==> config.mk <==
export PLATFORM = sky130hd
export DESIGN_NAME = pkht_ram
export DESIGN_NICKNAME = d
export VERILOG_FILES = /design/src/hw/rtl/pkht_ram.sv
export SDC_FILE = /design/constraint.sdc
export NUM_CORES = 1
export LEC_CHECK = 0
export ABC_AREA = 1
export BUFFER_PORTS_ARGS = -buffer_cell sky130_fd_sc_hd__buf_2
export CAP_MARGIN = 0
export CORE_MARGIN = 1.5
export CORE_UTILIZATION = 45
export DETAILED_ROUTE_END_ITERATION = 10
export GPL_ROUTABILITY_DRIVEN = 0
export PLACE_DENSITY = 0.57
export SLEW_MARGIN = 20
export SYNTH_ARGS = -nofsm -noshare
export SYNTH_HDL_FRONTEND = slang
export SYNTH_SLANG_ARGS = --single-unit
==> constraint.sdc <==
create_clock -name clk -period 2.1 [get_ports clk]
set_input_delay 0.315 -clock clk [delete_from_list [all_inputs] [get_ports clk]]
set_output_delay 0.315 -clock clk [all_outputs]
set_load 0.05 [all_outputs]
==> src/hw/rtl/pkht_ram.sv <==
// ----------------------------------------------------------------------------
// pkht_ram
// Generic single-write, single-read RAM with registered read data.
// ----------------------------------------------------------------------------
`default_nettype none

module pkht_ram #(
  parameter int WIDTH = 8,
  parameter int DEPTH = 16
) (
  input  wire logic                                        clk,
  input  wire logic                                        wr_en,
  input  wire logic [((DEPTH > 1) ? $clog2(DEPTH) : 1)-1:0] wr_addr,
  input  wire logic [WIDTH-1:0]                            wr_data,
  input  wire logic                                        rd_en,
  input  wire logic [((DEPTH > 1) ? $clog2(DEPTH) : 1)-1:0] rd_addr,
  output logic      [WIDTH-1:0]                            rd_data
);

  logic [WIDTH-1:0] mem_r [DEPTH];
  logic [WIDTH-1:0] rd_data_r;

  always_ff @(posedge clk) begin
    if (wr_en) begin
      mem_r[wr_addr] <= wr_data;
    end
    if (rd_en) begin
      rd_data_r <= mem_r[rd_addr];
    end
  end

  assign rd_data = rd_data_r;

endmodule

`default_nettype wire

==> reports/results.tsv <==
stage	metric	value	unit
drt	DR DRC count	0	
layout	share of cells above drive strength 1	11.4	%
clock_network	Clock Sinks	136	
clock_network	clk_lat worst skew	420	ps
synth	Net Count, Synth	570	
timing	Final Hold Viols	0	
min_path	Hold Crit Class	input port to flip-flop	
layout	register area	4080	um2
floorplanning	core footprint	12700	um2
worst_setup_path	worst-path fanout max	1	
layout	fillers	1151	
clock_network	Max Root-Sink Buffers	2	
floorplanning	Die X	117	um
floorplanning	Initial Util	46.1	%
grt	first-pass GRT wire length	21100	um
power_and_ir_drop	sw frac	22.4	%
synth	Synth cell types	11	
worst_setup_path	WP data required	1780	ps
worst_setup_path	Slowest Stage Delay on Critical Path	380	ps
job	Max-cap violations	0	
power_and_ir_drop	net switching power figure	0.00134	W
synth	Mapped Area	5850	um2
timing	clk_skew	8.74	ps
clock_network	Resized cells post-CTS	0	
synth	top cell type's share of synthesized area	69.8	%
clock_network	Inserted Clock Buffers	17	
drt	Initial DRT Pass Iterations	4	
power_and_ir_drop	maximum vdd drop	0.464	mV
worst_setup_path	CP top delay family	flip-flops	
power_and_ir_drop	Seq pwr share	51.6	%
grt	largest net degree at the start of global routing	40	
grt	Overflow after GRT	0	
worst_setup_path	Reg-to-Reg Start	mem_r[7][3]	
drt	drt wl/cell	17.5	um
timing	setup tns final	0	ps
timing	measured slew at the worst slew-check pin	718	ps
placement	Port Buffers	26	
worst_setup_path	Worst setup EP type	output pin	
grt	initial antenna violation count	0	
synth	syn avg cell area	10.6	um2
drt	post-route ant nets	0	
drt	Total Wirelength	13600	um
clock_network	cts hold-fix bufs	0	
synth	synthesis-stage register bit count	136	
floorplanning	die area	13700	um2
synth	Mapped Cells	551	
synth	Seq/Total Area, Yosys	69.8	%
timing	final slew viol count	0	
timing	crit share post-route	66.3	%
status	status	complete, no violations	
worst_setup_path	nature of the critical path startpoint	flip-flop	
clock_network	H-tree Lvls	4	
clock_network	CTS tree	yes	
timing	RSZ-0062 raised after global routing	false	
clock_network	post-CTS setup buffers	0	
min_path	Min-Delay Startpoint	rd_en	
layout	Antenna diodes	0	
worst_setup_path	Critical path origin	rd_data[7]	
grt	Tot GR Track Use	22.2	%
clock_network	Worst-path clk slew	50	ps
worst_setup_path	slowest cell on the critical path	edfxtp_1	
drt	DR iter-0 viols	258	
layout	P&R area growth vs syn	14.1	%
timing	min cycle time layout	1390	ps
drt	DR vias	3828	
timing	f_max	718	MHz
synth	synth warn	0	
floorplanning	row count	41	
power_and_ir_drop	Cell Pwr Density	894	nW/um2
grt	vias in the first global route	3791	
floorplanning	Chip Height	117	um
drt	number of vias per cell	4.93	
power_and_ir_drop	P_int	0.00463	W
worst_setup_path	CP arrival	1080	ps
floorplanning	Top Ports	27	
worst_setup_path	Crit Path Category	flip-flop to output pin	
power_and_ir_drop	clock group share of total power	41.4	%
placement	HPWL after DPL	8440	um
timing	# setup viols final	0	
layout	area of the multi-input gates	1210	um2
clock_network	Root Driver	clkbuf_16	
power_and_ir_drop	Gate power share	7.0	%
worst_setup_path	ordered cell list for the critical path	buf_2	
layout	nets	612	
synth	synth top area cells	edfxtp_1, nand2_1, nand3_1	
worst_setup_path	WP buf/inv	1	
timing	Slew HR	52.0	%
synth	area leader, netlist	edfxtp_1	
power_and_ir_drop	leakage dissipation	2.88	nW
power_and_ir_drop	total power	0.00597	W
==> state kept, by name (all words and copies together), names as in the netlist <==
signal and flops:
rd_data 8, mem_r 128
==> final cells by class <==
cell class | count | area share, %
clock inverter | 8 | 0.506
multi-input combinational | 289 | 18.2
tap | 172 | 3.22
timing repair buffer | 47 | 4.50
clock buffer | 22 | 6.66
inverter | 102 | 5.74
sequential | 136 | 61.2
==> synth_stat cells <==
master    number
buf_4          4
buf_1          1
buf_6          6
edfxtp_1     136
nand3b_1       2
inv_2          2
nand2_1      173
nor2_1        17
nand3_1       97
buf_2         13
inv_1        100
==> routing by layer <==
layer | global-route usage, % | routed length [um]
met2 | 35.8 | 6440
met4 | 10.1 | 379
met3 | 4.84 | 725
met1 | 29.1 | 6020
met5 | 0 | 0
==> power by group through the flow <==
stage / Sequential, W / Combinational, W / Clock [W]
2_1_floorplan: 0.00317 / 0.000214 / 0
3_3_place_gp: 0.00313 / 0.000415 / 0
3_5_place_dp: 0.00313 / 0.000419 / 0
4_1_cts: 0.00308 / 0.000420 / 0.00251
5_1_grt: 0.00308 / 0.000460 / 0.00260
6_report: 0.00308 / 0.000417 / 0.00247
==> cells by family (layout without fill, tap and decap cells) <==
group         after synthesis  in the layout  share of synthesized area [%]
simple gates              289            289                           20.8
flops                     136            136                           69.8
buf+inv                   126            179                           9.39
==> metrics by stage <==
stage                     area, um2  worst slack, ps  hold WS [ps]  util [%]  instances
final                          6670              707           258      52.7        776
after global routing           6670              681           259      52.7        776
after CTS                      6670              678           246      52.7        776
after detailed placement       6200              478           690      48.9        746
after global placement         6200              466           701      48.9        746
after floorplan                5850              834           414         -        551
==> cells in the final DEF, fill, tap and decap left out <==
master	synthesis	final
clkbuf_16	0	17
nor2_1	17	17
buf_2	13	26
buf_12	0	1
buf_4	4	20
inv_1	100	100
clkbuf_1	0	5
nand3b_1	2	2
clkinv_2	0	3
nand2_1	173	173
inv_2	2	2
clkinv_1	0	5
nand3_1	97	97
edfxtp_1	136	136
==> final timing paths <==
path | slack (ps) | end | cells after the start
worst min-delay path | 260 | rd_data[2] | 1
worst max register to register | 920 | rd_data[3] | 6
worst min register to register | 750 | rd_data[2] | 6
worst max-delay path | 710 | rd_data[7] | 1
Power figures use the tool's default switching activity.
