### src/hw/rtl/pkht_pkg.sv
// ----------------------------------------------------------------------------
// pkht_pkg
// Types and constants shared by the pair-key hash table.
// ----------------------------------------------------------------------------
`default_nettype none

package pkht_pkg;

  localparam int NUM_BUCKETS = 1024;
  localparam int WAYS        = 4;

  localparam int KEY_W  = 32;
  localparam int VAL_W  = 32;
  localparam int BKT_W  = (NUM_BUCKETS > 1) ? $clog2(NUM_BUCKETS) : 1;
  localparam int WAY_W  = (WAYS > 1) ? $clog2(WAYS) : 1;

  // djb2 over eight bytes stays below 2^53
  localparam int HASH_W     = 53;
  localparam int HASH_SHIFT = 5;
  localparam int MIX_STEPS  = (2 * KEY_W) / 8;
  localparam logic [HASH_W-1:0] HASH_INIT = HASH_W'(5381);

  localparam bit BKT_POW2 = ((NUM_BUCKETS & (NUM_BUCKETS - 1)) == 0);
  localparam logic [BKT_W-1:0] BKT_MASK = BKT_W'(NUM_BUCKETS - 1);

  // other bucket counts: remainder kept per byte, t = 33 * r + byte,
  // r = t - floor(t * M / 2^S) * NUM_BUCKETS with M = ceil(2^S / NUM_BUCKETS)
  localparam int RED_T_W = BKT_W + 9;
  localparam int RED_S   = RED_T_W + BKT_W;
  localparam int RED_M_W = RED_T_W + 2;
  localparam int RED_Q_W = RED_T_W - BKT_W + 1;
  localparam longint unsigned RED_M_VAL =
    ((64'd1 << RED_S) + 64'(NUM_BUCKETS) - 64'd1) / 64'(NUM_BUCKETS);
  localparam logic [RED_M_W-1:0] RED_M    = RED_M_W'(RED_M_VAL);
  localparam logic [BKT_W-1:0]   RED_INIT = BKT_W'(5381 % NUM_BUCKETS);

  localparam logic [1:0] FUNC_INSERT = 2'd0;
  localparam logic [1:0] FUNC_DELETE = 2'd1;
  localparam logic [1:0] FUNC_SEARCH = 2'd2;

  localparam logic [1:0] ST_OK      = 2'd0;
  localparam logic [1:0] ST_MISSING = 2'd1;
  localparam logic [1:0] ST_FULL    = 2'd2;

  typedef struct packed {
    logic [1:0]       func;
    logic [KEY_W-1:0] first_key;
    logic [KEY_W-1:0] second_key;
    logic [VAL_W-1:0] new_value;
  } req_t;

  typedef struct packed {
    logic [1:0]       status;
    logic [VAL_W-1:0] found_value;
  } rsp_t;

  typedef struct packed {
    logic             valid;
    logic [KEY_W-1:0] first_key;
    logic [KEY_W-1:0] second_key;
    logic [VAL_W-1:0] value;
  } slot_t;

  typedef slot_t [WAYS-1:0] row_t;

  localparam int ROW_W = $bits(row_t);

  typedef struct packed {
    logic             done;
    logic [BKT_W-1:0] bucket;
  } hash_res_t;

  typedef struct packed {
    logic wr_en;
    rsp_t rsp;
  } bkt_res_t;

endpackage

`default_nettype wire

### src/hw/rtl/pkht_bucket.sv
// ----------------------------------------------------------------------------
// pkht_bucket
// Bucket row update: way match, free-way pick and the new row contents.
// ----------------------------------------------------------------------------
`default_nettype none

module pkht_bucket import pkht_pkg::*; (
  input  wire row_t  row,
  input  wire req_t  req,
  output row_t       row_new,
  output bkt_res_t   res
);

  logic             hit_found;
  logic [WAY_W-1:0] hit_idx;
  logic             free_found;
  logic [WAY_W-1:0] free_idx;

  always_comb begin
    hit_found  = 1'b0;
    hit_idx    = '0;
    free_found = 1'b0;
    free_idx   = '0;
    for (int w = 0; w < WAYS; w++) begin
      if (row[w].valid) begin
        if (!hit_found && row[w].first_key == req.first_key &&
            row[w].second_key == req.second_key) begin
          hit_found = 1'b1;
          hit_idx   = WAY_W'(w);
        end
      end else if (!free_found) begin
        free_found = 1'b1;
        free_idx   = WAY_W'(w);
      end
    end
  end

  always_comb begin
    row_new = row;
    res     = '{wr_en: 1'b0, rsp: '{status: ST_MISSING, found_value: '0}};
    unique case (req.func)
      FUNC_INSERT: begin
        if (hit_found) begin
          row_new[hit_idx].value = req.new_value;
          res.wr_en              = 1'b1;
          res.rsp.status         = ST_OK;
        end else if (free_found) begin
          row_new[free_idx] = '{valid: 1'b1, first_key: req.first_key,
                                second_key: req.second_key, value: req.new_value};
          res.wr_en         = 1'b1;
          res.rsp.status    = ST_OK;
        end else begin
          res.rsp.status = ST_FULL;
        end
      end
      FUNC_DELETE: begin
        if (hit_found) begin
          row_new[hit_idx].valid = 1'b0;
          res.wr_en              = 1'b1;
          res.rsp.status         = ST_OK;
        end
      end
      FUNC_SEARCH: begin
        if (hit_found) begin
          res.rsp.status      = ST_OK;
          res.rsp.found_value = row[hit_idx].value;
        end
      end
      default: ;
    endcase
  end

endmodule

`default_nettype wire

### config.mk
export PLATFORM = sky130hd
export DESIGN_NAME = pkht_bucket
export DESIGN_NICKNAME = d
export VERILOG_FILES = /design/src/hw/rtl/pkht_pkg.sv /design/src/hw/rtl/pkht_bucket.sv
export SDC_FILE = /design/constraint.sdc
export NUM_CORES = 1
export LEC_CHECK = 0
export ABC_AREA = 1
export BUFFER_PORTS_ARGS = -buffer_cell sky130_fd_sc_hd__buf_4
export CORE_AREA = 4 4 350 352
export DETAILED_ROUTE_END_ITERATION = 12
export DIE_AREA = 0 0 354 356
export PLACE_DENSITY = 0.34
export SLEW_MARGIN = 25
export SYNTH_ARGS = -nofsm -noshare
export SYNTH_HDL_FRONTEND = slang
export SYNTH_SLANG_ARGS = --single-unit
### constraint.sdc
create_clock -name vclk -period 2.5
set_input_delay 0.125 -clock vclk [all_inputs]
set_output_delay 0.125 -clock vclk [all_outputs]
set_load 0.1 [all_outputs]
==> flow_results.org <==
** Status
- Status :: finished with violations
- The final reports fail on setup timing.

** Timing
- Number of hold violations in the final report :: 0
- The count of final max-slew check failures came to 0.
- Setup repair after global routing missed its margin :: yes
- Tightest slew margin relative to the limit :: 38.6%
- For the pin with the worst max-slew slack, the measured transition is 0.921 ns.
- The smallest clock period supported by the final layout is computed as 2.82 ns.
- Ratio of final minimum period to clock period :: 113%
- Static timing analysis puts the maximum clock frequency at 354 MHz.
- Total of endpoints with negative setup slack in the final report :: between 400 and 500
- Once routing completed, OpenROAD measured the worst setup slack at -0.322 ns.

** Route
- Wire length per cell after detailed routing :: between 20 and 30 microns
- First-pass iteration count of the detailed router :: 8
- In the routed layout, each cell is associated on average with a via count of 4.65.
- Antenna-violating nets left :: 0
- For this block, the via count after detailed routing is 31900.
- Total Routed Length :: about 190000 microns
- The first routing iteration left 3072 violations.
- In the routed design, unresolved DRC markers number 0.

** Placed design
- RD Place Congestion :: 0.998
- Detailed placer's ending HPWL :: 157000 microns
- Quantity of I/O buffers inserted on ports :: 909

** Synthesis
- Cells after Synth :: 3753
- Summed over its instances, the top area cell type makes up 41.2% of the synthesized netlist area.
- Synth top area cells :: nand2_1 (41%), nand3_1 (10%), inv_1 (9.5%), nor2_1 (8.6%), o21ai_0 (7.1%)
- Sequential-to-total area share from yosys stat :: 0%
- Mean Syn Cell Area :: roughly 4.3 sq um
- Warning count from the yosys run :: 0
- Count of unique library cells instantiated by Yosys :: 35
- Area of the mapped netlist :: 16100 sq um
- Summed over all instances, the cell type with the most area after synthesis is nand2_1.
- Synth Net Count :: 4239

** Critical path
- Arr. time, crit path :: 2.70 ns
- In this run the worst path has a maximum fanout of 8.
- Kind of critical path :: primary input to output pin
- Setup crit start kind :: primary input
- For the worst setup path, the data required time is 2.38 ns.
- STA classifies the critical path endpoint as an output pin.

** Pwr
- The clock network burns 0% of the power.
- The design draws 10.7 mW.
- The share of total power dissipated in combinational logic is 100.0%.
- Power Density :: about 270 nW/um^2
- Of the total power, the share spent switching nets is 66.3%.
- The internal portion of the total power is between 3 and 4 mW.
- Switching power of the nets :: 7.09 mW
- Sequential share of power :: 0%
- Standby leakage power :: ~21 nW
- IR analysis of the VDD net gives a maximum drop of roughly 230 uV.

** Floorplanning
- Core region area :: 119000 sq um
- Effective utilization at floorplan :: between 10% and 20%
- ~910 I/O pins were placed.
- Floorplan row count :: 127
- In this run the horizontal extent of the chip is 354 microns.
- Total Die Area :: about 130000 sq um
- The floorplan step set the die height to 356 microns.

** Final layout
- In the final design database the tool counted roughly 5700 nets.
- Layout Utilization :: 33.2%
- The design has 0 sequential cells.
- Final-layout clock buffer total :: 0
- Area taken by flip-flops and latches :: 0 sq um
- Compared with the post-synthesis result, the final layout area differs by 146%.
- In the final layout, the share of cells above drive strength 1 is 46.3%.

** Global route
- Total global routing track utilization :: between 20% and 30%
- The number of global-route vias before repair came to ~30000.
- Entering global routing, the biggest net connects 129 pins.
- The first global-routing pass estimated roughly 250000 microns of wire.
- Final global-route overflow total :: 0
- The initial antenna violation count was 31.

** Min path
- The worst hold path was traced through 4 stages.
- The path with the worst hold slack has its endpoint at row_new[246].
- Start point of the worst hold path :: row[246]
- Worst Hold Class :: primary input to output pin

** Clocking
- Post-cts hold buffer count :: 0

** Run
- Number of violations of the max-capacitance limit :: 0
[how the worst max path moves through the flow]
| stage | slack [ns] | from | to |
|---|---|---|---|
| 2_1_floorplan | -0.60 | req[73] | row_new[33] |
| 3_3_place_gp | -0.95 | req[87] | row_new[143] |
| 3_5_place_dp | -0.96 | req[87] | row_new[143] |
| 4_1_cts | -0.31 | req[57] | row_new[117] |
| 5_1_grt | -0.38 | req[45] | row_new[87] |
| 6_report | -0.32 | req[43] | row_new[87] |
[layout make-up]
cell class         count  area [sq um]
diodes                30          75.1
repair buffers      1696         19100
multi-input cells   3080         16500
well taps           1612          2020
fillers            13300         79800
inverters            440          1820
[critical path, cell delays in order]
cell,delay [ns]
buf_12,0.11
clkinvlp_4,0.20
or2_4,0.29
nand3_2,0.07
nand3b_1,0.16
nor2_2,0.08
nand3_4,0.12
nand3_4,0.12
nor3_4,0.28
buf_12,0.15
nand2_8,0.08
buf_12,0.17
buf_12,0.13
buf_12,0.13
buf_6,0.11
o21ai_4,0.15
buf_12,0.19
[routing by layer]
metal | GRT usage, % | up-vias | routed length [microns]
met5 | 0 | - | 13
met2 | 44.5 | 1625 | 83600
met3 | 4.52 | 239 | 15100
li1 | - | 14700 | -
met1 | 39.6 | 15300 | 85100
met4 | 6.71 | 2 | 6070
[synthesized netlist by cell type, types with 2 or more instances]
cell type	count
or2_2	8
xnor2_1	37
buf_6	2
inv_1	408
or2_1	6
nand2_1	1762
a21oi_1	36
inv_2	31
nor3_2	10
nand3_2	2
nand3b_1	14
buf_1	8
xor2_1	23
nor3_1	32
buf_4	12
o21ai_1	67
clkbuf_1	92
nand4_1	155
o21ai_0	228
clkbuf_2	6
nor2_1	367
nand3_1	321
buf_2	113
nand4_2	2
[through the flow]
stage / worst slack, ns / TNS (ns) / instance area, sq um / hold slack [ns] / cells
2_1_floorplan: -0.597 / -36.90 / 17100 / 0.522 / 3753
3_3_place_gp: -0.953 / -294.75 / 30900 / 0.678 / 6676
3_5_place_dp: -0.956 / -291.57 / 30900 / 0.687 / 6676
4_1_cts: -0.315 / -88.25 / 37200 / 0.636 / 6790
5_1_grt: -0.376 / -126.43 / 39600 / 0.646 / 6851
6_report: -0.322 / -90.91 / 39600 / 0.637 / 6858
[power groups by stage]
stage | Clock [mW] | Combinational (mW) | Sequential [mW]
after floorplan | 0 | 5.19 | 0
after global placement | 0 | 8.99 | 0
after detailed placement | 0 | 8.99 | 0
after CTS | 0 | 10.2 | 0
after global routing | 0.00000118 | 11.0 | 0
final | 0.00000147 | 10.7 | 0
[cell usage in the layout, fill, tap and decap left out, types with 12 or more instances in the layout]
cell type | Yosys | layout
o21ai_0 | 228 | 111
o21ai_2 | 0 | 130
inv_2 | 31 | 23
inv_1 | 408 | 368
nand4_1 | 155 | 155
nand3_2 | 2 | 39
nor3_4 | 0 | 33
xnor2_1 | 37 | 30
xor2_1 | 23 | 15
a21oi_1 | 36 | 36
nor2_2 | 1 | 43
buf_12 | 0 | 373
o21ai_4 | 0 | 41
o21ai_1 | 67 | 13
nand3_1 | 321 | 276
buf_4 | 12 | 1097
buf_6 | 2 | 134
buf_16 | 0 | 30
diode_2 | 0 | 30
nand2_2 | 1 | 216
inv_4 | 0 | 26
nor2_1 | 367 | 318
nand3b_1 | 14 | 14
nand2_1 | 1762 | 1453
buf_8 | 0 | 48
clkinvlp_4 | 0 | 12
nand2_4 | 0 | 91
[cells by family after synthesis]
logic type      synth area share (%)
xor+xnor                        3.27
simple gates                    69.4
buf+inv                         17.0
compound gates                  10.3
[repair_timing]
action | CTS | global route
pin swaps | 93 | 108
gates cloned | 34 | 11
setup buffers | 84 | 36
endpoints found under the setup margin | 423 | 423
resized for setup | 1211 | 491
Note: power is estimated with default switching activity, not from simulation.
