File: src/hw/rtl/pkht_pkg.sv
// ----------------------------------------------------------------------------
// pkht_pkg
// Types and constants shared by the pair-key hash table.
// ----------------------------------------------------------------------------
`default_nettype none

package pkht_pkg;

  localparam int NUM_BUCKETS = 1024;
  localparam int WAYS        = 4;

  localparam int KEY_W  = 32;
  localparam int VAL_W  = 32;
  localparam int BKT_W  = (NUM_BUCKETS > 1) ? $clog2(NUM_BUCKETS) : 1;
  localparam int WAY_W  = (WAYS > 1) ? $clog2(WAYS) : 1;

  // djb2 over eight bytes stays below 2^53
  localparam int HASH_W     = 53;
  localparam int HASH_SHIFT = 5;
  localparam int MIX_STEPS  = (2 * KEY_W) / 8;
  localparam logic [HASH_W-1:0] HASH_INIT = HASH_W'(5381);

  localparam bit BKT_POW2 = ((NUM_BUCKETS & (NUM_BUCKETS - 1)) == 0);
  localparam logic [BKT_W-1:0] BKT_MASK = BKT_W'(NUM_BUCKETS - 1);

  // other bucket counts: remainder kept per byte, t = 33 * r + byte,
  // r = t - floor(t * M / 2^S) * NUM_BUCKETS with M = ceil(2^S / NUM_BUCKETS)
  localparam int RED_T_W = BKT_W + 9;
  localparam int RED_S   = RED_T_W + BKT_W;
  localparam int RED_M_W = RED_T_W + 2;
  localparam int RED_Q_W = RED_T_W - BKT_W + 1;
  localparam longint unsigned RED_M_VAL =
    ((64'd1 << RED_S) + 64'(NUM_BUCKETS) - 64'd1) / 64'(NUM_BUCKETS);
  localparam logic [RED_M_W-1:0] RED_M    = RED_M_W'(RED_M_VAL);
  localparam logic [BKT_W-1:0]   RED_INIT = BKT_W'(5381 % NUM_BUCKETS);

  localparam logic [1:0] FUNC_INSERT = 2'd0;
  localparam logic [1:0] FUNC_DELETE = 2'd1;
  localparam logic [1:0] FUNC_SEARCH = 2'd2;

  localparam logic [1:0] ST_OK      = 2'd0;
  localparam logic [1:0] ST_MISSING = 2'd1;
  localparam logic [1:0] ST_FULL    = 2'd2;

  typedef struct packed {
    logic [1:0]       func;
    logic [KEY_W-1:0] first_key;
    logic [KEY_W-1:0] second_key;
    logic [VAL_W-1:0] new_value;
  } req_t;

  typedef struct packed {
    logic [1:0]       status;
    logic [VAL_W-1:0] found_value;
  } rsp_t;

  typedef struct packed {
    logic             valid;
    logic [KEY_W-1:0] first_key;
    logic [KEY_W-1:0] second_key;
    logic [VAL_W-1:0] value;
  } slot_t;

  typedef slot_t [WAYS-1:0] row_t;

  localparam int ROW_W = $bits(row_t);

  typedef struct packed {
    logic             done;
    logic [BKT_W-1:0] bucket;
  } hash_res_t;

  typedef struct packed {
    logic wr_en;
    rsp_t rsp;
  } bkt_res_t;

endpackage

`default_nettype wire

File: src/hw/rtl/pkht_hash.sv
// ----------------------------------------------------------------------------
// pkht_hash
// djb2 bucket hash: one key byte per cycle with a power-of-two bucket count;
// otherwise the remainder is kept per byte in mix, multiply, subtract steps.
// ----------------------------------------------------------------------------
`default_nettype none

module pkht_hash import pkht_pkg::*; (
  input  wire logic      clk,
  input  wire logic      rst_n,
  input  wire logic      start,
  input  wire req_t      req,
  output hash_res_t      res
);

  localparam int CNT_W  = (MIX_STEPS > 1) ? $clog2(MIX_STEPS) : 1;
  localparam int PROD_W = RED_T_W + RED_M_W;

  typedef enum logic [1:0] {H_IDLE, H_MIX, H_MUL, H_SUB} phase_t;

  phase_t             phase_r, phase_nxt;
  logic [CNT_W-1:0]   cnt_r, cnt_nxt;
  logic [2*KEY_W-1:0] key_r, key_nxt;
  logic [HASH_W-1:0]  h_r, h_nxt;
  logic [RED_T_W-1:0] t_r, t_nxt;
  logic [RED_Q_W-1:0] q_r, q_nxt;
  logic [BKT_W-1:0]   rem_r, rem_nxt;
  logic               done_r, done_nxt;
  logic [BKT_W-1:0]   bkt_r, bkt_nxt;

  logic [HASH_W-1:0]  mix;
  logic [RED_T_W-1:0] red_t;
  logic [PROD_W-1:0]  red_prod;
  logic [RED_T_W-1:0] red_rem;

  assign mix      = (h_r << HASH_SHIFT) + h_r + HASH_W'(key_r[7:0]);
  assign red_t    = (RED_T_W'(rem_r) << HASH_SHIFT) + RED_T_W'(rem_r) +
                    RED_T_W'(key_r[7:0]);
  assign red_prod = PROD_W'(t_r) * PROD_W'(RED_M);
  assign red_rem  = t_r - RED_T_W'(q_r) * RED_T_W'(NUM_BUCKETS);

  always_comb begin
    phase_nxt = phase_r;
    cnt_nxt   = cnt_r;
    key_nxt   = key_r;
    h_nxt     = h_r;
    t_nxt     = t_r;
    q_nxt     = q_r;
    rem_nxt   = rem_r;
    bkt_nxt   = bkt_r;
    done_nxt  = 1'b0;
    unique case (phase_r)
      H_IDLE: begin
        if (start) begin
          key_nxt   = {req.second_key, req.first_key};
          h_nxt     = HASH_INIT;
          rem_nxt   = RED_INIT;
          cnt_nxt   = '0;
          phase_nxt = H_MIX;
        end
      end
      H_MIX: begin
        key_nxt = key_r >> 8;
        if (BKT_POW2) begin
          h_nxt   = mix;
          cnt_nxt = cnt_r + 1'b1;
          if (cnt_r == CNT_W'(MIX_STEPS - 1)) begin
            done_nxt  = 1'b1;
            bkt_nxt   = mix[BKT_W-1:0] & BKT_MASK;
            phase_nxt = H_IDLE;
          end
        end else begin
          t_nxt     = red_t;
          phase_nxt = H_MUL;
        end
      end
      H_MUL: begin
        q_nxt     = red_prod[RED_S +: RED_Q_W];
        phase_nxt = H_SUB;
      end
      H_SUB: begin
        rem_nxt = red_rem[BKT_W-1:0];
        cnt_nxt = cnt_r + 1'b1;
        if (cnt_r == CNT_W'(MIX_STEPS - 1)) begin
          done_nxt  = 1'b1;
          bkt_nxt   = red_rem[BKT_W-1:0];
          phase_nxt = H_IDLE;
        end else begin
          phase_nxt = H_MIX;
        end
      end
      default: phase_nxt = H_IDLE;
    endcase
  end

  always_ff @(posedge clk) begin
    if (!rst_n) begin
      phase_r <= H_IDLE;
      done_r  <= 1'b0;
    end else begin
      phase_r <= phase_nxt;
      done_r  <= done_nxt;
    end
    cnt_r <= cnt_nxt;
    key_r <= key_nxt;
    h_r   <= h_nxt;
    t_r   <= t_nxt;
    q_r   <= q_nxt;
    rem_r <= rem_nxt;
    bkt_r <= bkt_nxt;
  end

  assign res = '{done: done_r, bucket: bkt_r};

endmodule

`default_nettype wire

File: config.mk
export PLATFORM = sky130hd
export DESIGN_NAME = pkht_hash
export DESIGN_NICKNAME = d
export VERILOG_FILES = /design/src/hw/rtl/pkht_pkg.sv /design/src/hw/rtl/pkht_hash.sv
export SDC_FILE = /design/constraint.sdc
export NUM_CORES = 1
export LEC_CHECK = 0
export BUFFER_PORTS_ARGS = -buffer_cell sky130_fd_sc_hd__buf_2
export CAP_MARGIN = 20
export CORE_ASPECT_RATIO = 1.75
export CORE_UTILIZATION = 30
export DETAILED_ROUTE_END_ITERATION = 7
export SYNTH_ARGS = -nofsm -noshare
export SYNTH_HDL_FRONTEND = slang
export SYNTH_SLANG_ARGS = --single-unit
File: constraint.sdc
create_clock -name clk -period 8.7 [get_ports clk]
set_input_delay 0.435 -clock clk [delete_from_list [all_inputs] [get_ports clk]]
set_output_delay 0.435 -clock clk [all_outputs]
set_load 0.01 [all_outputs]
==> results of run 1 <==
-- cell usage in the layout (no fill, tap or decap), types with 2 or more instances in the layout --
cell type / n
sky130_fd_sc_hd__buf_4: 2
sky130_fd_sc_hd__a21o_1: 2
sky130_fd_sc_hd__clkbuf_8: 2
sky130_fd_sc_hd__fa_1: 4
sky130_fd_sc_hd__a21oi_1: 2
sky130_fd_sc_hd__mux2i_1: 3
sky130_fd_sc_hd__xnor2_1: 3
sky130_fd_sc_hd__nor3_1: 2
sky130_fd_sc_hd__nand2b_1: 4
sky130_fd_sc_hd__nor2_1: 3
sky130_fd_sc_hd__nand3_1: 4
sky130_fd_sc_hd__inv_1: 2
sky130_fd_sc_hd__ha_1: 16
sky130_fd_sc_hd__nand2_1: 174
sky130_fd_sc_hd__edfxtp_1: 87
sky130_fd_sc_hd__a211oi_1: 3
sky130_fd_sc_hd__o21ai_1: 4
sky130_fd_sc_hd__clkbuf_16: 9
sky130_fd_sc_hd__buf_2: 77
sky130_fd_sc_hd__clkbuf_1: 2
sky130_fd_sc_hd__nor2b_1: 13
sky130_fd_sc_hd__xor2_1: 4
sky130_fd_sc_hd__dfxtp_1: 3
sky130_fd_sc_hd__and2_1: 8
-- path summary, 6_finish.rpt --
kind | endpoint | slack (ns) | depth (start not counted)
worst max-delay path | h_r[8] | 6.32 | 6
worst min-delay path | done_r | 0.35 | 2
worst max register to register | h_r[8] | 6.32 | 6
worst min register to register | key_r[22] | 0.50 | 2
-- kinds of logic (layout without fill, tap and decap cells) --
family	after synthesis	after routing	synth area share (%)
and+or+nand+nor	215	215	21.8
DFF	90	90	64.3
adders and majority gates	20	20	6.74
buffers and inverters	18	97	2.23
AOI/OAI and AO/OA	16	16	2.77
xor gates and xnor gates	7	7	1.48
muxes	3	3	0.722
-- cell type report --
type                    count  area share (%)
flip-flops and latches     90            53.3
multi-input cells         261            28.1
repair buffers             79            7.99
clock buffers              13            5.19
well taps                 174            4.34
clock inverters             3           0.924
inverters                   2           0.150
-- flip-flops by register name, summed over array words and instances (netlist names) --
name,count
bkt_r,10
cnt_r,3
done_r,1
h_r,10
key_r,64
phase_r,2
-- power groups by stage --
| stage | clock (W) | sequential, W | combinational [W] |
|---|---|---|---|
| floorplan | 0 | 0.000583 | 0.000233 |
| global placement | 0 | 0.000587 | 0.000301 |
| detailed placement | 0 | 0.000589 | 0.000315 |
| CTS | 0.000410 | 0.000580 | 0.000318 |
| global route | 0.000424 | 0.000584 | 0.000357 |
| finish | 0.000399 | 0.000579 | 0.000312 |
-- through the flow --
| step | worst slack (ns) | total power [W] | utilization (%) | instance area, sq um | hold slack [ns] |
|---|---|---|---|---|---|
| 2_1_floorplan | 4.59 | 0.000816 | - | 4160 | 0.484 |
| 3_3_place_gp | 6.38 | 0.000888 | 35.0 | 4700 | 0.489 |
| 3_5_place_dp | 6.31 | 0.000904 | 35.0 | 4700 | 0.493 |
| 4_1_cts | 6.30 | 0.00131 | 37.2 | 5010 | 0.337 |
| 5_1_grt | 6.14 | 0.00136 | 37.2 | 5010 | 0.358 |
| 6_report | 6.32 | 0.00129 | 37.2 | 5010 | 0.352 |
-- worst max-delay path, delay by kind of cell, from the launching register on --
family / cells / cell delay [ns]
fa+ha+maj: 2 / 0.90
flops: 1 / 0.42
compound gates: 2 / 0.59
simple gates: 2 / 0.19
-- layer usage --
metal  share of wire [%]  vias to the layer above  GRT usage [%]  wire length (um)
met5                   0                        -              0                 0
li1                    -                     1388              -                 -
met2                  50                       78           20.1              3980
met1                  41                     1268           13.0              3270
met3                 3.8                       22           1.97               301
met4                 5.9                        0           9.75               471
==> implementation parameters, run 1 <==
Parameter                              Value

Outcome
  Run status    complete, no violations

Clock network
  Root buf cell    sky130_fd_sc_hd__clkbuf_16
  Count of clock tree sinks    90
  CTS tree    yes
  H-Tree Level Count    3
  Clock network latency to the later pin of the worst-skew pair    about 0.33 ns
  Clock-pin slew of the registers on the worst-case setup and hold paths    roughly 0.07 ns
  Maximum count of clock buffers along a single path    2
  Hold_buf cts    0
  Number of clock buffers inserted by TritonCTS    9
  Setup repair bufs after CTS    0
  CTS-repair resized insts    0

STA
  Shortest period the worst path allows    about 2.4 ns
  RSZ-0062 raised after global routing    no
  Hold violation total from the final report    0
  Worst setup skew after layout    0.00620 ns
  Maximum frequency from static timing analysis    around 0.42 GHz
  Actual slew at the worst max-slew pin    approximately 0.96 ns
  Slew Limit Headroom    roughly 36%
  Final setup violation count    0
  Max Transition Viols Final    0
  Period Utilization, post-route    27.4%
  Setup TNS after final layout    0 ns

Placement
  Placed instance count    around 600
  Half-perimeter wire length of the detailed placement result    5350 um
  Count of buffers from port buffering    77
  Final weighted congestion of routability-driven global placement    0.861

Power and ir drop
  Power per standard cell area    around 260 mW/mm^2
  Combinational cell fraction of total power    roughly a quarter
  Switching share of power    between 20% and 30%
  Switching power summed over all nets    ~0.00036 W
  Peak VDD IR    between 100 and 150 uV
  Power share of the clock group    between 30% and 40%
  Total leakage power    between 2 and 2.5 nW
  Cell-internal power    between 0.0009 and 0.001 W
  Sequential group share of total power    between 40% and 50%

Detailed routing
  Per-cell routed wire length    approximately 13 um
  First-pass iteration count of the detailed router    4
  Remaining antenna violation count    0
  Initial detailed-routing violation count    between 100 and 150
  Post-detailed-route via-to-cell ratio    approximately 4.4
  Number of vias after detailed routing    between 2k and 3k
  Total Wirelength    between 8000 and 9000 um
  DRC    0

Worst setup path
  Critical path start-end classification    flop to flop
  Cell-by-cell trace of the critical path    fa_1, ha_1, a21oi_4, nand2_1, a221oi_1, nand3_1
  Capturing element type of the critical path    flop
  Worst r2r src    h_r[1]
  Startpoint type of the worst setup path    flop
  Required @ worst endpoint    just under 9 ns
  Worst Path Max Fanout    7
  Worst-path cell with the longest stage delay    sky130_fd_sc_hd__fa_1
  Critical path data arrival time    between 2 and 2.5 ns
  Startpoint of the most critical setup path    h_r[1]
  Max stage delay on crit path    ~0.49 ns

Finish
  Diode insertion count for antenna repair    0
  Final cell count without fillers    622
  Number of fill cells in the layout    1360
  Fraction of layout instances using a drive strength above 1    a little over a fifth
  Sequential cell area in the final layout    between 0.002 and 0.003 sq mm
  Number of nets in the layout    roughly 560
  Area growth, synth to finish    20.6%
  Combined area of the multi-input logic cells    around 0.0014 sq mm

Floorplan
  DIE WIDTH    about 91 um
  Area of the die    around 0.014 sq mm
  Number of standard-cell rows in the floorplan    56
  Initial Util    between 30% and 40%
  Die Y-Extent    158 um
  Number of top-level pins    112
  Std-Cell Core Area    approximately 0.013 sq mm

Yosys
  Most instantiated cells after synthesis    174 x sky130_fd_sc_hd__nand2_1, 87 x sky130_fd_sc_hd__edfxtp_1, 16 x sky130_fd_sc_hd__ha_1, 14 x sky130_fd_sc_hd__nor2b_1
  Number of enable-type register cells in the synthesized netlist    87
  Post-synthesis cell count    369
  Number of warnings issued by yosys    0
  Number of register bits inferred by synthesis    90
  Most area-consuming cells after synthesis    sky130_fd_sc_hd__edfxtp_1 63%, sky130_fd_sc_hd__nand2_1 16%, sky130_fd_sc_hd__ha_1 4.8%, sky130_fd_sc_hd__nor2b_1 2.1%, sky130_fd_sc_hd__fa_1 1.9%
  Most used flip-flop cell after synthesis    sky130_fd_sc_hd__edfxtp_1
  Distinct cell type count of the synthesized netlist    34
  Post-synth top area share    a little over three fifths
  Post-Synthesis Net Count    490
  Cell taking the most area after synthesis    sky130_fd_sc_hd__edfxtp_1
  Average instance area after synthesis    11.3 sq um
  Most numerous cell in the Yosys netlist    sky130_fd_sc_hd__nand2_1
  Cell area after technology mapping    roughly 0.0042 sq mm
  Post-synth ARST share    0%
  Sequential fraction of the synthesis area    about 64%

Global routing
  Global routing usage summed across all routing layers    roughly an eighth
  First-pass GRT wire length    approximately 13000 um
  Vias in the first global route    around 2.7k
  Largest net degree at the start of global routing    75
  Congestion Overflow GR    0
  Antenna violations before repair    0

Flow run
  Number of maximum-capacitance constraint violations    0

Min path
  Worst min-delay path class    input pin to flop
  Startpoint of the most critical hold path    rst_n
(Power assumes the default switching activity.)
==> run 2: changes to the inputs <==
==> constraint.sdc (replaced) <==
create_clock -name clk -period 2.3 [get_ports clk]
set_input_delay 0.115 -clock clk [delete_from_list [all_inputs] [get_ports clk]]
set_output_delay 0.115 -clock clk [all_outputs]
set_load 0.01 [all_outputs]
==> run 2 against run 1 <==
Total power grew to 3.9 times the previous value. Utilization grew 0.82 points. Sequential share of layout area shrank 1.1 points. Clock power grew to 3.6 times the previous value. Wire length grew 7.3%. Register-to-register slack lost 6.3 ns. Non-clock buffer count grew 5. Maximum frequency grew 5.6%. Cell area grew 2.2%. Worst hold slack lost 0.32 ns. Sequential power grew to 3.8 times the previous value. Critical path type unchanged. Critical endpoint unchanged.
==> implementation parameters, run 2 (synthesis results as in run 1) <==
Parameter                              Value

Detailed routing
  Number of vias after detailed routing    2854
  Post-detailed-route via-to-cell ratio    ~4.6
  Total Wirelength    8610 um
  Remaining antenna violation count    0
  First-pass iteration count of the detailed router    4
  Per-cell routed wire length    about 14 um
  Initial detailed-routing violation count    between 100 and 150
  DRC    0

Finish
  Top Registers    key_r: 64 flops, bkt_r: 10 flops, h_r: 10 flops
  Most common cell after layout, fill and taps aside    sky130_fd_sc_hd__nand2_1
  Final design utilization    approximately two fifths
  Sequential cell area in the final layout    0.00267 sq mm
  Largest register FFs    64
  Diode insertion count for antenna repair    0
  Number of nets in the layout    between 500 and 600
  Area growth, synth to finish    23.2%
  Most used cells in the layout excluding fill and tap cells    173 x sky130_fd_sc_hd__nand2_1, 87 x sky130_fd_sc_hd__edfxtp_1, 77 x sky130_fd_sc_hd__buf_2, 13 x sky130_fd_sc_hd__nor2b_1, 12 x sky130_fd_sc_hd__ha_1
  Number of fill cells in the layout    1345
  Final cell count without fillers    627
  Register with the most flip-flops    key_r
  Fraction of layout instances using a drive strength above 1    between 20% and 30%
  Combined area of the multi-input logic cells    around 0.0015 sq mm

Global routing
  First-pass GRT wire length    approximately 14000 um
  Antenna violations before repair    0
  Global routing usage summed across all routing layers    12.3%
  Congestion Overflow GR    0
  Vias in the first global route    between 2k and 3k
  Largest net degree at the start of global routing    75

Placement
  Half-perimeter wire length of the detailed placement result    around 5700 um
  Placed instance count    ~610
  Worst slack at placement    -0.0457 ns
  Count of buffers from port buffering    77
  Final weighted congestion of routability-driven global placement    between 0.7 and 0.8

Floorplan
  DIE WIDTH    a little over 90 um
  Area of the die    ~0.014 sq mm
  Number of standard-cell rows in the floorplan    between 50 and 60
  Number of top-level pins    approximately 110
  Std-Cell Core Area    around 0.013 sq mm
  Die Y-Extent    158 um
  Initial Util    30.9%

Min path
  Startpoint of the most critical hold path    rst_n
  Worst min-delay path class    input pin to flop
  Endpoint of the worst hold path    done_r
  Cell depth of the worst min-delay path    2

Clock network
  Count of clock tree sinks    90
  Maximum count of clock buffers along a single path    2
  Clock network latency to the later pin of the worst-skew pair    ~0.33 ns
  Setup repair bufs after CTS    0
  Hold_buf cts    0
  Root buf cell    sky130_fd_sc_hd__clkbuf_16
  Number of clock buffers inserted by TritonCTS    9
  Clock-pin slew of the registers on the worst-case setup and hold paths    0.06 ns
  CTS tree    yes
  H-Tree Level Count    3

STA
  Worst hold slack across all endpoints    around 0.032 ns
  Actual slew at the worst max-slew pin    around 0.5 ns
  Max Transition Viols Final    0
  Final setup violation count    0
  Period Utilization, post-route    a little over nine tenths
  Hold violation total from the final report    0
  Worst setup skew after layout    approximately 0.0050 ns
  Slew Limit Headroom    between 60% and 70%
  Shortest period the worst path allows    ~2.3 ns
  Maximum frequency from static timing analysis    about 0.44 GHz
  Final setup margin    0.0435 ns

Worst setup path
  Worst Path Max Fanout    4
  Worst-path cell with the longest stage delay    sky130_fd_sc_hd__fa_1
  Max stage delay on crit path    roughly 0.60 ns
  Startpoint type of the worst setup path    flop
  Count of buffer and inverter cells on the critical path    0
  Critical path start-end classification    flop to flop
  Required @ worst endpoint    around 2.4 ns
  Length in cells of the worst reg-to-reg path    6
  Capturing element type of the critical path    flop
  Worst R2R End    h_r[8]
  R2R setup slack    ~0.043 ns
  Critical path data arrival time    between 2 and 2.5 ns
  Kind of cell with the highest combined delay on the critical path    adder cells
  Cell-by-cell trace of the critical path    fa_1, ha_4, a21oi_4, nand2_2, a221oi_4, nand3_1
  Worst r2r src    key_r[6]

Flow run
  Number of maximum-capacitance constraint violations    0

Outcome
  Run status    complete, no violations

Power and ir drop
  Peak VDD IR    about 400 uV
  Power per standard cell area    between 900 and 1000 mW/mm^2
  Total leakage power    around 2.2 nW
==> run 2: cell count changes in the layout (fill, tap and decap cells not counted), moves of 2 or more <==
cell                       previous run  this run
sky130_fd_sc_hd__ha_1                16        12
sky130_fd_sc_hd__ha_2                 0         3
sky130_fd_sc_hd__buf_4                2         5
sky130_fd_sc_hd__a211oi_1             3         1
sky130_fd_sc_hd__clkbuf_8             2         0
sky130_fd_sc_hd__buf_12               0         2
sky130_fd_sc_hd__a211oi_2             0         2
==> run 2: worst reg2reg max path: stages, from the launching register on <==
cell                       delay [ns]
sky130_fd_sc_hd__edfxtp_1        0.40
sky130_fd_sc_hd__fa_1            0.60
sky130_fd_sc_hd__ha_4            0.24
sky130_fd_sc_hd__a21oi_4         0.20
sky130_fd_sc_hd__nand2_2         0.11
sky130_fd_sc_hd__a221oi_4        0.33
sky130_fd_sc_hd__nand3_1         0.12
==> run 2: how the worst max path moves through the flow <==
stage	startpoint	endpoint	slack (ns)	depth (start not counted)
finish	key_r[6]	h_r[8]	0.04	6
global route	key_r[6]	h_r[8]	-0.02	6
CTS	h_r[1]	h_r[9]	0.01	7
detailed placement	h_r[1]	h_r[8]	-0.05	6
global placement	h_r[1]	h_r[8]	0.03	6
floorplan	h_r[1]	h_r[9]	0.12	7
==> run 2: per-layer routing <==
metal  track usage, %  share of wire, %  vias up
met5                0                 0        -
met2             21.4                52       90
li1                 -                 -     1397
met1             13.0                38     1344
met3             2.93               4.9       23
met4             9.15               4.9        0
==> run 2: repair_timing <==
item | 4_1_cts | 5_1_grt
pin swaps | 0 | 3
endpoints found under the hold margin | 0 | 0
setup endpoints to repair | 3 | 6
resized for setup | 2 | 12
==> run 2: through the flow <==
| step | total power, W | TNS [ns] | area [sq um] |
|---|---|---|---|
| 3_5_place_dp | 0.00348 | -0.0935 | 4770 |
| 6_report | 0.00505 | 0 | 5120 |
| 3_3_place_gp | 0.00342 | 0 | 4770 |
| 2_1_floorplan | 0.00308 | 0 | 4160 |
| 4_1_cts | 0.00496 | 0 | 5060 |
| 5_1_grt | 0.00532 | -0.0359 | 5120 |
==> run 2: layout make-up <==
type	instances	share of cell area [%]
clock buffers	11	4.54
flip-flops and latches	90	52.2
multi-input cells	261	28.8
clock inverters	5	1.08
well taps	174	4.25
inverters	2	0.147
repair buffers	84	9.04
==> run 2: where the power goes <==
part           internal [W]  total (W)  switching [W]  leakage, nW
sequential          0.00211    0.00219      0.0000799        0.904
combinational      0.000625    0.00143       0.000802         1.19
clock              0.000839    0.00143       0.000590        0.137
total               0.00358    0.00505        0.00147         2.24
==> run 3: changes to the inputs <==
--- a/config.mk
+++ b/config.mk
@@ -10,6 +10,7 @@
 export CORE_ASPECT_RATIO = 1.75
 export CORE_UTILIZATION = 30
 export DETAILED_ROUTE_END_ITERATION = 7
+export RECOVER_POWER = 50
 export SYNTH_ARGS = -nofsm -noshare
 export SYNTH_HDL_FRONTEND = slang
 export SYNTH_SLANG_ARGS = --single-unit
==> run 3 against run 2 <==
Maximum frequency grew 0.15%. Register-to-register slack about the same. Via count unchanged. Combinational power is essentially flat. Final cell count is the same. Sequential cell count unchanged. Sequential share of layout area grew 0.35 points. Highest routed layer unchanged.
==> implementation parameters, run 3 (synthesis results as in run 1) <==
Parameter                              Value

Outcome
  Run status    complete, no violations

STA
  Shortest period the worst path allows    ~2.3 ns
  Period Utilization, post-route    a little over nine tenths
  Max Transition Viols Final    0
  Worst setup skew after layout    0.00535 ns
  Setup TNS after final layout    0 ns
  Hold violation total from the final report    0
  Final setup violation count    0
  Maximum frequency from static timing analysis    0.444 GHz
  Slew Limit Headroom    27.7%
  Actual slew at the worst max-slew pin    1.08 ns

Floorplan
  Die Y-Extent    approximately 160 um
  Number of top-level pins    between 100 and 150
  Std-Cell Core Area    approximately 0.013 sq mm
  Number of standard-cell rows in the floorplan    56
  DIE WIDTH    a little over 90 um
  Area of the die    ~0.014 sq mm
  Initial Util    between 30% and 40%

Detailed routing
  Number of vias after detailed routing    between 2k and 3k
  First-pass iteration count of the detailed router    4
  Post-detailed-route via-to-cell ratio    4.55
  Initial detailed-routing violation count    ~130
  Total Wirelength    8610 um
  DRC    0
  Remaining antenna violation count    0
  Per-cell routed wire length    ~14 um

Placement
  Count of buffers from port buffering    77
  Final weighted congestion of routability-driven global placement    a little under 0.8
  Half-perimeter wire length of the detailed placement result    approximately 5700 um
  Post-detailed-placement cell area    ~0.0048 sq mm

Worst setup path
  Required @ worst endpoint    2.37 ns
  R2R setup slack    roughly 0.047 ns
  Startpoint type of the worst setup path    flop
  Worst R2R End    h_r[8]
  Worst r2r src    key_r[6]
  Length in cells of the worst reg-to-reg path    6
  Critical path start-end classification    flop to flop
  Capturing element type of the critical path    flop
  Critical path data arrival time    approximately 2.3 ns
  Worst Path Max Fanout    4

Min path
  Startpoint of the most critical hold path    rst_n
  Cell depth of the worst min-delay path    2
  Endpoint of the worst hold path    done_r
  Worst min-delay path class    input pin to flop

Global routing
  Vias in the first global route    between 2k and 3k
  GR met2 Demand/Resource    a little over a fifth
  First-pass GRT wire length    13500 um
  Global routing usage summed across all routing layers    12.3%
  Most used routing layer in global routing    met2
  Antenna violations before repair    0
  Congestion Overflow GR    0
  Met1 routing resource usage after global routing    between 10% and 20%
  Met3 routing resource usage after global routing    ~2.9%
  Largest net degree at the start of global routing    between 70 and 80

Finish
  Register with the most flip-flops    key_r
  Final design utilization    between 30% and 40%
  Number of nets in the layout    between 500 and 600
  Top Registers    key_r: 64 flops, bkt_r: 10 flops, h_r: 10 flops
  Area growth, synth to finish    22.4%
  Largest register FFs    64
  Most common cell after layout, fill and taps aside    sky130_fd_sc_hd__nand2_1
  Design area    a little over 0.005 sq mm
  Diode insertion count for antenna repair    0
  Fraction of layout instances using a drive strength above 1    ~23%
  Most used cells in the layout excluding fill and tap cells    173 x sky130_fd_sc_hd__nand2_1, 87 x sky130_fd_sc_hd__edfxtp_1, 66 x sky130_fd_sc_hd__buf_2, 14 x sky130_fd_sc_hd__nor2b_1, 13 x sky130_fd_sc_hd__clkbuf_1

Clock network
  Clock-pin slew of the registers on the worst-case setup and hold paths    0.06 ns
  Maximum count of clock buffers along a single path    2
  Root buf cell    sky130_fd_sc_hd__clkbuf_16
  H-Tree Level Count    3
  Count of clock tree sinks    90
  CTS tree    yes
  Number of clock buffers inserted by TritonCTS    9
  Clock network latency to the later pin of the worst-skew pair    roughly 0.33 ns

Flow run
  Number of maximum-capacitance constraint violations    0

Power and ir drop
  Cell-internal power    between 0.003 and 0.004 W
  Switching share of power    between 20 and 30%
  Switching power summed over all nets    ~0.0015 W
  Sequential group share of total power    a little over two fifths
  Peak VDD IR    slightly below 400 uV
  Combinational cell fraction of total power    approximately 28%
  Power, Total    0.00504 W
  Power share of the clock group    between 20% and 30%
  Total leakage power    2.19 nW
  Power per standard cell area    991 mW/mm^2
-- run 3: changes by cell type in the layout (fill, tap and decap cells not counted) --
cell                       change
sky130_fd_sc_hd__clkbuf_1     +11
sky130_fd_sc_hd__nor2b_4       -1
sky130_fd_sc_hd__and2_1        -3
sky130_fd_sc_hd__buf_12        -1
sky130_fd_sc_hd__buf_2        -11
sky130_fd_sc_hd__clkbuf_4      +1
sky130_fd_sc_hd__nor2b_1       +1
sky130_fd_sc_hd__and2_0        +3
-- run 3: area by class of cell --
type	count	area, sq um
clock buffers	11	233
clock inverters	5	55.1
fillers	1356	8370
inverters	2	7.51
multi-input cells	261	1470
flip-flops and latches	90	2670
well taps	174	218
repair buffers	84	437
-- run 3: metrics by stage --
stage               setup slack [ns]  hold WS, ns  cells
floorplan                      0.121        0.249    369
global placement              0.0273        0.373    611
detailed placement           -0.0457        0.377    611
CTS                           0.0106       0.0189    627
global route                 -0.0207       0.0354    627
finish                        0.0468       0.0321    627
-- run 3: critical path, stage by stage (launching register included) --
cell and delay (ns):
sky130_fd_sc_hd__edfxtp_1 0.40, sky130_fd_sc_hd__fa_1 0.60, sky130_fd_sc_hd__ha_4 0.24, sky130_fd_sc_hd__a21oi_4 0.20, sky130_fd_sc_hd__nand2_2 0.11, sky130_fd_sc_hd__a221oi_4 0.33, sky130_fd_sc_hd__nand3_1 0.12
-- run 3: worst max-delay path by stage --
stage                        start  endpoint
after floorplan             h_r[1]    h_r[9]
after global placement      h_r[1]    h_r[8]
after detailed placement    h_r[1]    h_r[8]
after CTS                   h_r[1]    h_r[9]
after global routing      key_r[6]    h_r[8]
final                     key_r[6]    h_r[8]
-- run 3: timing repair --
action | CTS | global route
hold buffers | 0 | 0
buffers inserted | 0 | 0
setup endpoints to repair | 3 | 6
resized for setup | 2 | 12
pin swaps | 0 | 3
-- run 3: per-layer routing --
layer	routed length, um	up-vias
met1	3320	1347
met5	0	-
met4	425	0
met2	4460	86
met3	397	23
li1	-	1398
-- run 3: power groups by stage --
stage	sequential, W	combinational, W	clock (W)
global placement	0.00222	0.00120	0
global route	0.00221	0.00157	0.00153
detailed placement	0.00223	0.00125	0
floorplan	0.00220	0.000884	0
CTS	0.00220	0.00129	0.00148
finish	0.00219	0.00141	0.00143
